## src/hdl/mhlc_pkg.sv

```systemverilog
// Package for the mail header line classifier.
// Holds the parser state and result types, character codes and name tables.
// No dependencies.
package mhlc_pkg;

  localparam int unsigned MAX_MESSAGE_BYTES = 65536;
  localparam logic [15:0] POS_CAP = (MAX_MESSAGE_BYTES - 1 < 65535) ?
                                    16'(MAX_MESSAGE_BYTES - 1) : 16'hFFFF;
  localparam int NUM_NAMES = 5;
  localparam int MAX_RES   = 3;

  localparam logic [7:0] CH_NL    = 8'h0A;
  localparam logic [7:0] CH_TAB   = 8'h09;
  localparam logic [7:0] CH_SP    = 8'h20;
  localparam logic [7:0] CH_COLON = 8'h3A;
  localparam logic [7:0] CH_UP_A  = 8'h41;
  localparam logic [7:0] CH_UP_Z  = 8'h5A;
  localparam logic [7:0] CASE_OFS = 8'h20;

  localparam logic [2:0] KIND_OTHER = 3'd0;

  typedef enum logic [1:0] {
    EV_LINE = 2'd0,
    EV_BODY = 2'd1,
    EV_END  = 2'd2
  } ev_t;

  localparam logic [3:0] NAME_LEN [NUM_NAMES] = '{4'd4, 4'd4, 4'd7, 4'd10, 4'd11};
  localparam logic [87:0] NAME_STR [NUM_NAMES] =
    '{"from", "date", "subject", "message-id", "in-reply-to"};

  typedef struct packed {
    logic                 in_body;
    logic                 after_nl;
    logic                 line_open;
    logic [3:0]           name_pos;
    logic [NUM_NAMES-1:0] cand;
    logic                 colon;
    logic [2:0]           pkind;
    logic [15:0]          byte_cnt;
    logic [15:0]          line_start;
  } st_t;

  localparam st_t ST_RESET = '{
    in_body: 1'b0, after_nl: 1'b0, line_open: 1'b0, name_pos: 4'd0,
    cand: '1, colon: 1'b0, pkind: KIND_OTHER, byte_cnt: 16'd0, line_start: 16'd0
  };

  typedef struct packed {
    ev_t         ev;
    logic [2:0]  kind;
    logic [15:0] off;
    logic [15:0] len;
    logic        fin;
  } res_t;

endpackage

```

## src/hdl/mhlc_step.sv

```systemverilog
// Next-state and result logic for one message byte.
// Depends on mhlc_pkg.
module mhlc_step import mhlc_pkg::*; (
  input  st_t        st_i,
  input  logic [7:0] data_i,
  input  logic       last_i,
  output st_t        st_o,
  output res_t       res_o [MAX_RES],
  output logic [1:0] cnt_o
);

  function automatic logic [15:0] sat_inc(logic [15:0] p);
    return (p < POS_CAP) ? p + 16'd1 : POS_CAP;
  endfunction

  function automatic logic [15:0] span(logic [15:0] f, logic [15:0] t);
    return (t >= f) ? t - f : 16'd0;
  endfunction

  function automatic res_t mk(ev_t ev, logic [2:0] kind, logic [15:0] off,
                              logic [15:0] len);
    res_t r;
    r.ev   = ev;
    r.kind = kind;
    r.off  = off;
    r.len  = len;
    r.fin  = 1'b0;
    return r;
  endfunction

  function automatic logic [7:0] name_char(int i, logic [3:0] pos);
    logic [87:0] s;
    logic [3:0]  l;
    logic [6:0]  base;
    s    = NAME_STR[i];
    l    = NAME_LEN[i];
    base = {l - 4'd1 - pos, 3'b000};
    return s[base +: 8];
  endfunction

  function automatic st_t begin_line(st_t s, logic [15:0] pos);
    st_t t;
    t            = s;
    t.line_open  = 1'b1;
    t.line_start = pos;
    t.name_pos   = 4'd0;
    t.cand       = '1;
    t.colon      = 1'b0;
    t.pkind      = KIND_OTHER;
    return t;
  endfunction

  function automatic st_t feed(st_t s, logic [7:0] c);
    st_t        t;
    logic [7:0] lc;
    t  = s;
    lc = (c >= CH_UP_A && c <= CH_UP_Z) ? c + CASE_OFS : c;
    if (!s.colon) begin
      if (c == CH_COLON) begin
        t.colon = 1'b1;
        t.pkind = KIND_OTHER;
        for (int i = NUM_NAMES - 1; i >= 0; i--) begin
          if (s.cand[i] && NAME_LEN[i] == s.name_pos) t.pkind = 3'(i + 1);
        end
      end else begin
        for (int i = 0; i < NUM_NAMES; i++) begin
          if (s.name_pos >= NAME_LEN[i] || name_char(i, s.name_pos) != lc)
            t.cand[i] = 1'b0;
        end
        if (s.name_pos != 4'hF) t.name_pos = s.name_pos + 4'd1;
      end
    end
    return t;
  endfunction

  st_t         s;
  res_t        r [MAX_RES];
  logic [1:0]  n;
  logic [15:0] pos;
  logic [15:0] endp;

  always_comb begin
    s    = st_i;
    pos  = st_i.byte_cnt;
    n    = 2'd0;
    endp = 16'd0;
    for (int k = 0; k < MAX_RES; k++) r[k] = '0;

    if (!s.in_body) begin
      if (s.after_nl) begin
        s.after_nl = 1'b0;
        if (data_i == CH_SP || data_i == CH_TAB) begin
          if (!s.colon) s.cand = '0;
        end else begin
          endp = (pos != 16'd0) ? pos - 16'd1 : 16'd0;
          r[n] = mk(EV_LINE, s.pkind, s.line_start, span(s.line_start, endp));
          n = n + 2'd1;
          s.line_open = 1'b0;
          if (data_i == CH_NL) begin
            r[n] = mk(EV_BODY, KIND_OTHER, pos, 16'd0);
            n = n + 2'd1;
            s.in_body = 1'b1;
          end else begin
            s = feed(begin_line(s, pos), data_i);
          end
        end
      end else if (!s.line_open) begin
        if (data_i == CH_NL) begin
          r[n] = mk(EV_BODY, KIND_OTHER, pos, 16'd0);
          n = n + 2'd1;
          s.in_body = 1'b1;
        end else begin
          s = feed(begin_line(s, pos), data_i);
        end
      end else if (data_i == CH_NL) begin
        s.after_nl = 1'b1;
      end else begin
        s = feed(s, data_i);
      end
    end

    if (last_i) begin
      if (!s.in_body && s.line_open) begin
        endp = s.after_nl ? pos : sat_inc(pos);
        r[n] = mk(EV_LINE, s.pkind, s.line_start, span(s.line_start, endp));
        n = n + 2'd1;
      end
      r[n] = mk(EV_END, KIND_OTHER, sat_inc(pos), 16'd0);
      n = n + 2'd1;
      s = ST_RESET;
    end else begin
      s.byte_cnt = sat_inc(pos);
    end

    if (n != 2'd0) r[n - 2'd1].fin = 1'b1;
  end

  assign st_o  = s;
  assign res_o = r;
  assign cnt_o = n;

endmodule

```

## src/hdl/mail_header_line_classifier.sv

```systemverilog
// Mail header line classifier, top level: input register, parser state,
// three-entry result buffer. Depends on mhlc_pkg and mhlc_step.
//
// Takes one message byte per beat and reports each logical header line (with
// folds), the start of the body and the end of the message. While out_tready
// is high, a byte that causes no result or one result is taken every cycle;
// a byte that causes more results (at most three) stalls the input side until
// its last result is left alone in the result buffer, which drains one beat
// per cycle while out_tready is high. A byte passes the input register, then
// its results the result buffer. The body is consumed without results until
// the byte marked by tlast, after which the parser starts a new message.
module mail_header_line_classifier import mhlc_pkg::*; (
  input  logic        clk,
  input  logic        rst_n,
  input  logic        in_tvalid,
  output logic        in_tready,
  input  logic [7:0]  in_tdata,   // [7:0] data_byte
  input  logic        in_tlast,   // last
  output logic        out_tvalid,
  input  logic        out_tready,
  output logic [31:0] out_tdata,  // [15:0] line_offset, [31:16] line_length
  output logic [4:0]  out_tuser,  // [1:0] event_res, [4:2] header_kind
  output logic        out_tlast   // final_result
);

  logic       in_v_r;
  logic [7:0] in_byte_r;
  logic       in_last_r;
  st_t        st_r;
  st_t        st_nxt;
  res_t       ent_r [MAX_RES];
  res_t       res_new [MAX_RES];
  logic [1:0] cnt_r;
  logic [1:0] cnt_new;
  logic       take;
  logic       proc_go;

  mhlc_step u_step (
    .st_i   (st_r),
    .data_i (in_byte_r),
    .last_i (in_last_r),
    .st_o   (st_nxt),
    .res_o  (res_new),
    .cnt_o  (cnt_new)
  );

  assign out_tvalid = (cnt_r != 2'd0);
  assign take       = out_tvalid && out_tready;
  assign proc_go    = in_v_r && ((cnt_r == 2'd0) || (cnt_r == 2'd1 && take));
  assign in_tready  = !in_v_r || proc_go;

  assign out_tdata = {ent_r[0].len, ent_r[0].off};
  assign out_tuser = {ent_r[0].kind, ent_r[0].ev};
  assign out_tlast = ent_r[0].fin;

  always_ff @(posedge clk) begin
    if (!rst_n) begin
      in_v_r <= 1'b0;
      st_r   <= ST_RESET;
      cnt_r  <= 2'd0;
    end else begin
      if (in_tready) in_v_r <= in_tvalid;
      if (proc_go) begin
        st_r  <= st_nxt;
        cnt_r <= cnt_new;
      end else if (take) begin
        cnt_r <= cnt_r - 2'd1;
      end
    end
  end

  always_ff @(posedge clk) begin
    if (in_tvalid && in_tready) begin
      in_byte_r <= in_tdata;
      in_last_r <= in_tlast;
    end
    if (proc_go) begin
      ent_r <= res_new;
    end else if (take) begin
      ent_r[0] <= ent_r[1];
      ent_r[1] <= ent_r[2];
    end
  end

`ifndef SYNTHESIS
  a_end_is_final: assert property (@(posedge clk) disable iff (!rst_n)
    out_tvalid && out_tuser[1:0] == EV_END |-> out_tlast)
    else $error("message end beat without final flag");

  a_single_left_final: assert property (@(posedge clk) disable iff (!rst_n)
    cnt_r == 2'd1 |-> ent_r[0].fin)
    else $error("last buffered result not marked final");

  a_reset_after_last: assert property (@(posedge clk) disable iff (!rst_n)
    proc_go && in_last_r |=> st_r.byte_cnt == 16'd0 && !st_r.in_body && !st_r.line_open)
    else $error("parser state not cleared after message end");

  a_body_closed: assert property (@(posedge clk) disable iff (!rst_n)
    st_r.in_body |-> !st_r.line_open && !st_r.after_nl)
    else $error("header line open inside body");

  a_no_overrun: assert property (@(posedge clk) disable iff (!rst_n)
    proc_go |-> cnt_r == 2'd0 || take)
    else $error("result buffer overwritten");
`endif

endmodule
```

## config.mk

```make
export PLATFORM = sky130hd
export DESIGN_NAME = mail_header_line_classifier
export DESIGN_NICKNAME = d
export VERILOG_FILES = /design/src/hdl/mhlc_pkg.sv /design/src/hdl/mhlc_step.sv /design/src/hdl/mail_header_line_classifier.sv
export SDC_FILE = /design/constraint.sdc
export NUM_CORES = 1
export LEC_CHECK = 0
export BUFFER_PORTS_ARGS = -buffer_cell sky130_fd_sc_hd__buf_2
export CORE_MARGIN = 1.5
export CORE_UTILIZATION = 60
export DETAILED_ROUTE_END_ITERATION = 16
export PLACE_DENSITY = 0.88
export SYNTH_ARGS = -nofsm -noshare
export SYNTH_HDL_FRONTEND = slang
export SYNTH_HIERARCHICAL = 1
export SYNTH_SLANG_ARGS = --single-unit
```

## constraint.sdc

```tcl
create_clock -name clk -period 5.5 [get_ports clk]
set_input_delay 0.275 -clock clk [delete_from_list [all_inputs] [get_ports clk]]
set_output_delay 0.275 -clock clk [all_outputs]
set_load 0.01 [all_outputs]
```

# After elaboration in Yosys (flattened, before gate mapping)
# Cells that the tools add are included.
[totals]
ram_bits = 0
latch_bits = 0
register_bits = 174
elab_cells = 209
mem_count = 0
mem_bits_ro = 0
inputBits = 13
output_inout_bits = 40
[classes]
bitwise_logic = 3
n_mul = 0
n_reduce_logical = 36
n_shift = 5
n_eq_ne = 32
n_mux = 72
add_sub_neg = 14
n_lt_le_gt_ge = 15
div = 0
[op_table]
columns = ["cell", "count"]
rows = [
  ["114-bit 2-to-1 mux", 4],
  ["88-bit by 8-bit variable part select with 8-bit output, first input constant", 5],
  ["114-bit bitwise mux", 3],
  ["38-bit demux with 2-bit select", 3],
  ["76-bit 2-to-1 mux", 3],
  ["38-bit 2-to-1 mux", 5],
  ["48-bit 2-to-1 mux", 3],
  ["16-bit 2-to-1 mux", 8],
  ["74-bit 2-to-1 mux", 1],
  ["46-bit 2-to-1 mux", 1],
  ["45-bit 2-to-1 mux", 1],
  ["7-bit AND reduction", 6],
  ["7-bit by 8-bit inequality test with 1-bit output, first input constant", 5],
  ["8-bit inequality test", 5],
  ["37-bit 2-to-1 mux", 1],
  ["36-bit 2-to-1 mux", 1],
  ["16-bit greater-or-equal comparator", 2],
  ["16-bit subtractor", 2],
  ["4-bit by 2-bit inequality test with 1-bit output, second input constant", 6],
  ["2-bit 2-to-1 mux", 10],
  ["16-bit by 1-bit adder with 16-bit output, second input constant", 1],
  ["8-bit by 4-bit == test with 1-bit output, second input constant", 2],
  ["8-bit by 6-bit == test with 1-bit output, second input constant", 2],
  ["16-bit < comparator, second input constant", 1],
  ["other kinds (38)", 96],
]

# Logic depth before layout (Yosys ltp)
# Gate-level depths: netlist of run 1.
[logic_depth]
ltp_word = 28
ltp_mapped = 21
mapped_depth_nobuf = 17

# Hierarchy
# Netlist of run 1, hierarchy kept.
[modules_own_cells]
columns = ["mod", "area_per_inst_um2", "cells_per_inst", "seq_area_each_um2", "instances"]
rows = [
  ["mail_header_line_classifier", 6957.9, 488, 4714.5, 1],
  ["mhlc_step", 6208.5, 982, 0.0, 1],
]

# Worst setup path after synthesis of run 1
# Ideal clock, no wire load.
[synth_path]
kind = "register to register"
from = "reg in_byte_r[5]"
to = "reg ent_r, in the netlist out_tdata[30], data pin"
period_less_slack_ps = 4925
arrival_ps = 4664
required_ps = 5240
path_buffers = 3
setup_slack_ps = 575
stages_incl_launch_ff = 21
setup_ps = 260
cell_sequence = "edfxtp_1 buf_6 or4_4 o22a_1 or2_1 buf_6 o211ai_4 buf_12 mux2i_1 inv_1 ha_1 inv_1 fa_1 a211oi_1 o21ai_0 o21ai_0 nor3_1 a2111oi_0 xor2_1 o22ai_1 mux2_4"
[synth_rtl]
columns = ["element", "line", "text"]
rows = [
  ["from (decl)", "mail_header_line_classifier.sv:27", "logic [7:0] in_byte_r;"],
  ["from (signal assigned)", "mail_header_line_classifier.sv:74", "in_byte_r <= in_tdata;"],
  ["to (signal assigned)", "mail_header_line_classifier.sv:78", "ent_r <= res_new;"],
  ["to (decl)", "mail_header_line_classifier.sv:31", "res_t ent_r [MAX_RES];"],
]

==> flow_metrics.py, run 1 <==
metrics = {
    "outcome": {
        "status": "finished clean",
    },
    "detailed_routing": {
        "wl_met2_um": 17200,
        "wl_met1_um": 14300,
        "wire_per_inst_um": 21.5,
        "drc": 0,
        "wl_um": 37500,
        "dr_total_vias": 11900,
        "first_pass_iters": 7,
        "drtAntennaViolNets": 0,
        "top_layer": "met4",
        "viasPerCell": 6.83,
        "detailedRoute.firstIterationViolations": 1682,
        "met3WireLength_um": 4110,
    },
    "setup_path": {
        "crit_fanout": 10,
        "cp-start-kind": "flop",
        "cp_data_required_time_ns": 5.71,
        "crit_family": "compound AO/OA/AOI/OAI gates",
        "critPathMaxStageDelay_ns": 0.58,
        "worstSetupEndpointType": "flop",
        "crit_buf_inv": 1,
        "critical_path_arrival_ns": 5.53,
        "path_class": "reg -> reg",
        "cp_slowest_cell": "or4_4",
        "path_cells": "or4_4, o22a_1, or2_1, o211ai_4, buf_4, mux2i_2, ha_1, a21oi_1, o21ai_0, nor4_1, nand2_1, a221o_2, nand2_2, o22ai_1, mux2_2",
    },
    "die": {
        "fp.dieArea_um2": 22800,
        "core_area_um2": 21700,
        "die-height_um": 151,
        "pin_count": 53,
        "core.rowCount": 54,
        "start_util": 0.607,
        "die_w_um": 151,
    },
    "placed_design": {
        "port_buffers": 52,
        "dpl_cell_area_um2": 13300,
        "dp_hpwl_um": 25400,
        "place_congestion": 1.04,
    },
    "sta": {
        "final_max_slew_viol_count": 0,
        "min_period_over_period": 0.968,
        "fin_worst_skew_ns": 0.0124,
        "finalHoldViolations": 0,
        "tightest_slew_ns": 0.935,
        "max_freq_mhz": 188,
        "setup_violations": 0,
        "final.min_clock_period_ns": 5.32,
        "slew_headroom": 0.377,
    },
    "power_and_ir_drop": {
        "p_leak_nw": 5.32,
        "p_comb_frac": 0.263,
        "switchingPower_mw": 1.27,
        "p_total_mw": 3.96,
        "peakVddDrop_uv": 276,
        "swShare": 0.320,
        "pwr-share-clk": 0.308,
        "power.density_nw_per_um2": 282,
        "power.internal_mw": 2.69,
        "seq_power_share": 0.429,
    },
    "grt": {
        "overflow": 0,
        "antenna_found_initial": 0,
        "grt_pass1_wl_um": 58500,
        "grt_pass1_vias": 11100,
        "grtUsageTotal": 0.331,
        "grt_max_degree": 64,
    },
    "yosys": {
        "synthCells": 1470,
        "synth_top_cell_by_area": "edfxtp_1",
        "synth-edff-count": 123,
        "synth_warnings": 6,
        "postSynthAreaPerCell_um2": 8.96,
        "seq_area_frac_synth": 0.358,
        "synth_top_flop_cell": "edfxtp_1",
        "synth.cell_area_um2": 13200,
        "yosysTopAreaCellShare": 0.281,
        "ys_ff_latch": 174,
        "async_flop_share": 0,
        "syn-num-nets": 1549,
        "synth_cell_types": 91,
        "ys_top_cells_by_area": "edfxtp_1, dfxtp_1, ha_1",
    },
    "layout": {
        "fin_nets": 1532,
        "seqCellArea_um2": 4720,
        "drive_above_1_share": 0.175,
        "diodes": 0,
        "num-fill-cells": 1706,
        "stdcell_area_um2": 14000,
        "multi_input_comb_area_um2": 7490,
        "areaGrowthSynthToFinish_pct": 6.66,
    },
    "job": {
        "drv_cap": 0,
    },
    "clocking": {
        "clk_latency_ns": 0.45,
        "clockBufferDepth": 2,
        "htree_levels": 4,
        "cts_sinks": 174,
        "clk_pin_slew_ns": 0.07,
        "cts_tree": "done",
        "cts_buffers": 17,
        "cts_root_buf": "clkbuf_16",
    },
    "worst_hold_path": {
        "hp-class": "in -> reg",
    },
}
==> power groups by stage <==
stage | logic [mW] | clock network, mW | registers [mW]
floorplan | 0.830 | 0 | 1.71
global placement | 0.985 | 0 | 1.72
detailed placement | 1.01 | 0 | 1.73
CTS | 1.02 | 1.22 | 1.70
global route | 1.12 | 1.27 | 1.72
finish | 1.04 | 1.22 | 1.70
==> path summary, 6_finish.rpt <==
path	startpoint	to	cells past startpoint	slack [ns]
setup / recovery	in_byte_r[5]	out_tdata[27]	15	0.18
hold / removal	in_tvalid	in_v_r	3	0.06
setup reg to reg	in_byte_r[5]	out_tdata[27]	15	0.18
hold reg to reg	st_r[33]	st_r[33]	2	0.51
==> cells by family after synthesis <==
logic type	count (synthesis)	synth area share
compound gates	424	0.207
xor+xnor	62	0.0412
fa+ha+maj	66	0.0639
buf+inv	199	0.0755
flops	174	0.358
mux	102	0.0915
other cells	1	0.000285
simple gates	442	0.163
==> metal layers <==
metal	vias up	track usage
met4	0	0.166
li1	5334	-
met5	-	0
met1	5547	0.423
met3	195	0.0678
met2	855	0.532
==> sequential cells by signal, summed over array words and instances, names as in the netlist <==
name and count:
ent_r 76, st_r 48, out_tdata 32, in_byte_r 8, out_tuser 5, cnt_r 2
in_last_r 1, in_v_r 1, out_tlast 1
==> worst register-to-register path, stage by stage, from the launching register on <==
cell and delay, ns:
edfxtp_1 0.52, or4_4 0.58, o22a_1 0.30, or2_1 0.35, o211ai_4 0.38, buf_4 0.27, mux2i_2 0.35, ha_1 0.38
a21oi_1 0.18, o21ai_0 0.18, nor4_1 0.37, nand2_1 0.14, a221o_2 0.47, nand2_2 0.19, o22ai_1 0.13, mux2_2 0.29
==> metrics by stage <==
stage / setup TNS (ns) / hold WS [ns] / util / instances / setup slack [ns]
after detailed placement: 0 / 0.453 / 0.615 / 1703 / 0.217
after global placement: 0 / 0.452 / 0.615 / 1703 / 0.377
after global routing: -0.0150 / 0.0758 / 0.648 / 1746 / -0.0150
after CTS: 0 / 0.00248 / 0.646 / 1743 / 0.201
after floorplan: 0 / 0.347 / - / 1470 / 0.575
final: 0 / 0.0629 / 0.648 / 1746 / 0.179
==> cell usage after synthesis (6+ instances only) <==
cell type / instances
mux2_2: 60
nand2_1: 85
a31o_2: 6
o221a_2: 10
dfxtp_1: 51
nand3b_1: 7
xor2_1: 27
edfxtp_1: 123
nand3_1: 74
mux2i_1: 19
a22oi_1: 20
mux2_4: 18
a31oi_1: 15
a2bb2oi_1: 6
o22ai_1: 38
buf_4: 41
and3_1: 7
o211ai_1: 7
xnor2_1: 35
a21o_1: 12
nor2b_1: 12
ha_1: 64
nand4_1: 7
buf_1: 8
nor3_1: 29
buf_2: 21
o21a_1: 10
a211oi_1: 9
nor4_1: 8
or3_1: 8
and2_1: 14
o41ai_1: 6
a21oi_1: 107
o221a_1: 6
nand2b_1: 16
nor2_1: 145
o21ai_0: 117
inv_1: 52
clkbuf_1: 65
==> final cells by class <==
cell class	count	share of cell area
Multi-Input combinational cell	1097	0.533
Sequential cell	174	0.336
Timing Repair Buffer	108	0.0501
Clock buffer	19	0.0323
Tap cell	280	0.0249
Inverter	55	0.0147
Clock inverter	13	0.00882
==> cells in the final DEF, fill, tap and decap left out, types with 7 or more instances in the layout <==
cell	netlist	layout
o22ai_1	38	38
o211ai_1	7	7
nand2_1	85	84
o221a_2	10	10
clkbuf_16	0	18
a21oi_1	107	106
buf_2	21	52
mux2i_1	19	19
o21a_1	10	10
nand3_1	74	74
nor2_1	145	145
ha_1	64	64
and3_1	7	7
mux2_4	18	18
nor2b_1	12	12
a22oi_1	20	20
a21o_1	12	12
xor2_1	27	27
nand4_1	7	7
nand3b_1	7	7
o21ai_0	117	117
nor3_1	29	28
xnor2_1	35	35
inv_1	52	52
and2_1	14	14
a31oi_1	15	15
a211oi_1	9	9
mux2_2	60	60
buf_4	41	47
nor4_1	8	8
dlygate4sd3_1	0	9
or3_1	8	8
dfxtp_1	51	50
nand2b_1	16	15
edfxtp_1	123	123
==> repair_timing <==
item / 4_1_cts / 5_1_grt
setup endpoints to repair: 0 / 14
gates resized for setup: 0 / 6
setup buffers: 0 / 2
hold buffers: 8 / 1
hold endpoints to repair: 8 / 1
No activity file was read; power rests on OpenSTA's default activity.
==> run 2: changes to the inputs <==
--- a/config.mk
+++ b/config.mk
@@ -8,6 +8,8 @@
 export BUFFER_PORTS_ARGS = -buffer_cell sky130_fd_sc_hd__buf_2
+export CELL_PAD_IN_SITES_DETAIL_PLACEMENT = 1
+export CELL_PAD_IN_SITES_GLOBAL_PLACEMENT = 2
 export CORE_MARGIN = 1.5
-export CORE_UTILIZATION = 60
+export CORE_UTILIZATION = 40
 export DETAILED_ROUTE_END_ITERATION = 16
-export PLACE_DENSITY = 0.88
+export PLACE_DENSITY = 0.91
 export SYNTH_ARGS = -nofsm -noshare
==> constraint.sdc (replaced) <==
create_clock -name clk -period 5.5 [get_ports clk]
set_input_delay 0.55 -clock clk [delete_from_list [all_inputs] [get_ports clk]]
set_output_delay 0.55 -clock clk [all_outputs]
set_load 0.01 [all_outputs]
==> flow_metrics.py, run 2 (same netlist as run 1, synthesis figures left out) <==
metrics = {
    "layout": {
        "num-fill-cells": 3789,
        "final_common_cell": "nor2_1",
        "stdcell_area_um2": 14300,
        "fin_nets": 1544,
        "mostFrequentLayoutCells": "nor2_1, edfxtp_1, o21ai_0, a21oi_1, nand2_1",
        "largest_reg_flops": 76,
        "areaGrowthSynthToFinish_pct": 8.62,
        "multi_input_comb_area_um2": 7490,
        "diodes": 0,
        "seqCellArea_um2": 4720,
        "top_register": "ent_r",
        "drive_above_1_share": 0.185,
    },
    "worst_hold_path": {
        "hp-class": "in -> reg",
        "min_delay_path_depth": 1,
    },
    "clocking": {
        "cts_root_buf": "clkbuf_16",
        "cts_sinks": 174,
        "clk_latency_ns": 0.46,
        "clk_pin_slew_ns": 0.07,
        "cts_tree": "done",
        "clockBufferDepth": 2,
        "cts_buffers": 17,
        "htree_levels": 4,
    },
    "power_and_ir_drop": {
        "p_leak_nw": 5.35,
        "peakVddDrop_uv": 237,
        "power.density_nw_per_um2": 278,
    },
    "grt": {
        "grt_max_degree": 56,
        "overflow": 0,
        "antenna_found_initial": 0,
        "grt_pass1_vias": 11800,
        "grtUsageTotal": 0.261,
        "grt_pass1_wl_um": 67800,
    },
    "sta": {
        "setup_ws_ns": 0.197,
        "final_max_slew_viol_count": 0,
        "slew_headroom": 0.165,
        "finalHoldViolations": 0,
        "final.min_clock_period_ns": 5.30,
        "min_period_over_period": 0.964,
        "fin_tns_setup_ns": 0,
        "whs_ns": 0.267,
        "fin_worst_skew_ns": 0.0112,
        "setup_violations": 0,
        "max_freq_mhz": 189,
        "tightest_slew_ns": 1.25,
    },
    "job": {
        "drv_cap": 0,
    },
    "detailed_routing": {
        "wire_per_inst_um": 22.8,
        "drtAntennaViolNets": 0,
        "drc": 0,
        "wl_um": 43800,
        "first_pass_iters": 5,
        "viasPerCell": 6.10,
        "dr_total_vias": 11700,
        "detailedRoute.firstIterationViolations": 1009,
    },
    "die": {
        "pin_count": 53,
        "start_util": 0.406,
        "die-height_um": 184,
        "core.rowCount": 66,
        "core_area_um2": 32500,
        "fp.dieArea_um2": 34000,
        "die_w_um": 184,
    },
    "setup_path": {
        "critPathMaxStageDelay_ns": 0.70,
        "crit_family": "compound AO/OA/AOI/OAI gates",
        "cp_data_required_time_ns": 5.70,
        "crit_buf_inv": 2,
        "cp_slowest_cell": "a2111oi_2",
        "cp-start-kind": "flop",
        "cp.depth": 16,
        "crit_fanout": 16,
        "path_class": "reg -> reg",
        "path_cells": "buf_4, nand3b_1, o22a_1, nor2_1, a2111oi_2, buf_4, mux2i_1, ha_1, a211oi_1, nor2_1, o41ai_1, nand2_1, o221ai_1, mux2i_1, a22o_1, mux2_4",
        "worstSetupEndpointType": "flop",
        "r2r_setup_slack_ns": 0.20,
        "critical_path_arrival_ns": 5.50,
        "r2r.worst_path.cells": 16,
    },
    "outcome": {
        "status": "finished clean",
    },
    "placed_design": {
        "place_congestion": 0.867,
        "dpl_cell_area_um2": 13700,
        "port_buffers": 52,
        "pre_cts_ws_ns": 0.233,
        "dp_hpwl_um": 30500,
    },
}
[run 2: cell types whose count changed in the layout (fill, tap and decap cells not counted), sizes merged]
cell         change
inv              -4
dlygate4sd3      -9
buf             +21
clkinvlp         +4
[run 2: path summary, 6_finish.rpt]
kind                                       to         start
worst max-delay path            out_tdata[31]  in_byte_r[0]
worst min register to register       st_r[33]      st_r[33]
worst max register to register  out_tdata[31]  in_byte_r[0]
worst min-delay path             in_byte_r[2]   in_tdata[2]
[run 2: cell type report]
cell class                      instances  share of cell area
Tap cell                              442              0.0387
Timing Repair Buffer                  120              0.0548
Multi-Input combinational cell       1097               0.524
Clock inverter                         13             0.00822
Clock buffer                           19              0.0303
Inverter                               55              0.0144
Sequential cell                       174               0.330
[run 2: timing repair]
| item | CTS | global route |
|---|---|---|
| setup endpoints to repair | 0 | 11 |
| buffers inserted | 0 | 3 |
| hold buffers | 0 | 0 |
| gates resized for setup | 0 | 3 |
| endpoints found under the hold margin | 0 | 0 |
[run 2: per-stage QoR]
| step | std cells | power (mW) | utilization |
|---|---|---|---|
| after floorplan | 1470 | 2.54 | - |
| after global placement | 1885 | 2.79 | 0.423 |
| after detailed placement | 1885 | 2.82 | 0.423 |
| after CTS | 1917 | 4.00 | 0.440 |
| after global routing | 1920 | 4.15 | 0.441 |
| final | 1920 | 3.98 | 0.441 |
[run 2: worst register-to-register path, delay by kind of cell, from the launching register on]
kind,cells,cell delay [ns]
AOI/OAI and AO/OA,6,2.22
adders and majority gates,1,0.44
buffers and inverters,2,0.59
DFF,1,0.41
muxes,3,0.92
and+or+nand+nor,4,0.47
[run 2: layer usage]
| layer | share of wire | wire [um] | vias up | global-route usage |
|---|---|---|---|---|
| li1 | - | - | 5364 | - |
| met4 | 0.032 | 1420 | 0 | 0.111 |
| met5 | 0 | 0 | - | 0 |
| met2 | 0.48 | 21000 | 411 | 0.437 |
| met1 | 0.43 | 18900 | 5850 | 0.337 |
| met3 | 0.057 | 2490 | 95 | 0.0350 |
[run 2: report_power, final]
part	switching, mW	total, mW	internal, mW	leakage (nW)
Combinational	0.707	1.11	0.404	3.49
Clock	0.554	1.18	0.625	0.258
Sequential	0.0541	1.69	1.63	1.61
Total	1.31	3.98	2.66	5.35
==> run 3: changes to the inputs <==
CTS_BUF_LIST = sky130_fd_sc_hd__clkbuf_8 sky130_fd_sc_hd__clkbuf_16   (was unset)
==> flow_metrics.py, run 3 (same netlist as run 1, synthesis figures left out) <==
metrics = {
    "outcome": {
        "status": "finished clean",
    },
    "power_and_ir_drop": {
        "peakVddDrop_uv": 237,
        "p_comb_frac": 0.280,
        "pwr-share-clk": 0.296,
        "p_total_mw": 3.98,
        "seq_power_share": 0.425,
        "power.internal_mw": 2.66,
        "switchingPower_mw": 1.32,
        "power.density_nw_per_um2": 278,
        "p_leak_nw": 5.36,
        "swShare": 0.331,
    },
    "detailed_routing": {
        "dr_total_vias": 11700,
        "drtAntennaViolNets": 0,
        "viasPerCell": 6.07,
        "drc": 0,
        "wl_met2_um": 21000,
        "first_pass_iters": 5,
        "wl_um": 43800,
        "wire_per_inst_um": 22.8,
        "met3WireLength_um": 2490,
        "wl_met1_um": 19000,
        "top_layer": "met4",
        "detailedRoute.firstIterationViolations": 1017,
    },
    "clocking": {
        "cts_buffers": 17,
        "cts_root_buf": "clkbuf_16",
        "clk_pin_slew_ns": 0.07,
        "clockBufferDepth": 2,
        "htree_levels": 4,
        "cts_sinks": 174,
        "clk_latency_ns": 0.46,
        "cts_tree": "done",
    },
    "setup_path": {
        "cp-start-kind": "flop",
        "critical_path_arrival_ns": 5.50,
        "worstSetupEndpointType": "flop",
        "r2r_start": "in_byte_r[0]",
        "crit_start": "in_byte_r[0]",
        "cp_data_required_time_ns": 5.70,
        "path_class": "reg -> reg",
        "crit_fanout": 16,
    },
    "grt": {
        "grt_pass1_vias": 11800,
        "grtUsageTotal": 0.261,
        "antenna_found_initial": 0,
        "grt_max_degree": 56,
        "grt_pass1_wl_um": 67800,
        "overflow": 0,
    },
    "die": {
        "die-height_um": 184,
        "fp.dieArea_um2": 34000,
        "start_util": 0.406,
        "core.rowCount": 66,
        "core_area_um2": 32500,
        "die_w_um": 184,
        "pin_count": 53,
    },
    "placed_design": {
        "dpl_cell_area_um2": 13700,
        "place_congestion": 0.867,
        "port_buffers": 52,
        "place_inst": 1885,
        "dp_hpwl_um": 30500,
    },
    "sta": {
        "tightest_slew_ns": 1.22,
        "max_freq_mhz": 189,
        "fin_tns_setup_ns": 0,
        "min_period_over_period": 0.964,
        "final.min_clock_period_ns": 5.30,
        "whs_ns": 0.266,
        "setup_violations": 0,
        "final_max_slew_viol_count": 0,
        "slew_headroom": 0.183,
        "finalHoldViolations": 0,
        "fin_worst_skew_ns": 0.0120,
    },
    "layout": {
        "top_register": "ent_r",
        "largest_reg_flops": 76,
        "final_common_cell": "nor2_1",
        "fin_nets": 1544,
        "areaGrowthSynthToFinish_pct": 8.62,
        "diodes": 0,
        "stdcell_area_um2": 14300,
        "mostFrequentLayoutCells": "nor2_1, edfxtp_1, o21ai_0, a21oi_1, nand2_1",
        "drive_above_1_share": 0.185,
        "instances_no_fill": 1920,
    },
    "worst_hold_path": {
        "hp-class": "in -> reg",
        "min_from": "in_tdata[2]",
    },
    "job": {
        "drv_cap": 0,
    },
}
[run 3: cell count changes in the layout (fill, tap and decap cells not counted)]
cell	change
clkbuf_1	-2
inv_1	+2
[run 3: critical path: stages, from the launching register on]
cell and delay, ns:
edfxtp_1 0.41, buf_4 0.23, nand3b_1 0.16, o22a_1 0.25
nor2_1 0.12, a2111oi_2 0.70, buf_4 0.37, mux2i_1 0.50
ha_1 0.43, a211oi_1 0.29, nor2_1 0.08, o41ai_1 0.46
nand2_1 0.11, o221ai_1 0.25, mux2i_1 0.16, a22o_1 0.26
mux2_4 0.27
[run 3: power by group through the flow]
stage                     combinational (mW)  clock, mW  sequential, mW
after global routing                    1.20       1.25            1.71
after floorplan                        0.830          0            1.71
after CTS                               1.10       1.20            1.69
final                                   1.11       1.17            1.69
after detailed placement                1.10          0            1.72
after global placement                  1.08          0            1.71
[run 3: what timing repair did]
| action | 4_1_cts | 5_1_grt |
|---|---|---|
| hold buffers | 0 | 0 |
| endpoints found under the hold margin | 0 | 0 |
| setup buffers | 0 | 3 |
| setup endpoints to repair | 0 | 11 |
| resized for setup | 0 | 3 |
[run 3: area by class of cell]
| cell class | instances | area, um^2 |
|---|---|---|
| timing repair buffer | 120 | 783 |
| fill | 3789 | 18200 |
| multi-input combinational | 1097 | 7490 |
| tap | 442 | 553 |
| clock inverter | 15 | 125 |
| clock buffer | 17 | 425 |
| inverter | 55 | 206 |
| sequential | 174 | 4720 |
[run 3: path summary, 6_finish.rpt]
path	to	slack, ns	cells past startpoint
setup / recovery	out_tdata[31]	0.20	16
hold / removal	in_byte_r[2]	0.27	1
setup reg to reg	out_tdata[31]	0.20	16
hold reg to reg	st_r[33]	0.50	2
[run 3: per-layer routing]
layer	vias up	track usage
li1	5360	-
met5	-	0
met2	422	0.437
met1	5779	0.337
met4	0	0.111
met3	95	0.0350
[run 3: per-stage QoR]
| step | setup slack (ns) | util |
|---|---|---|
| global placement | 0.390 | 0.423 |
| finish | 0.200 | 0.441 |
| detailed placement | 0.233 | 0.423 |
| floorplan | 0.575 | - |
| global route | -0.0327 | 0.441 |
| CTS | 0.223 | 0.440 |
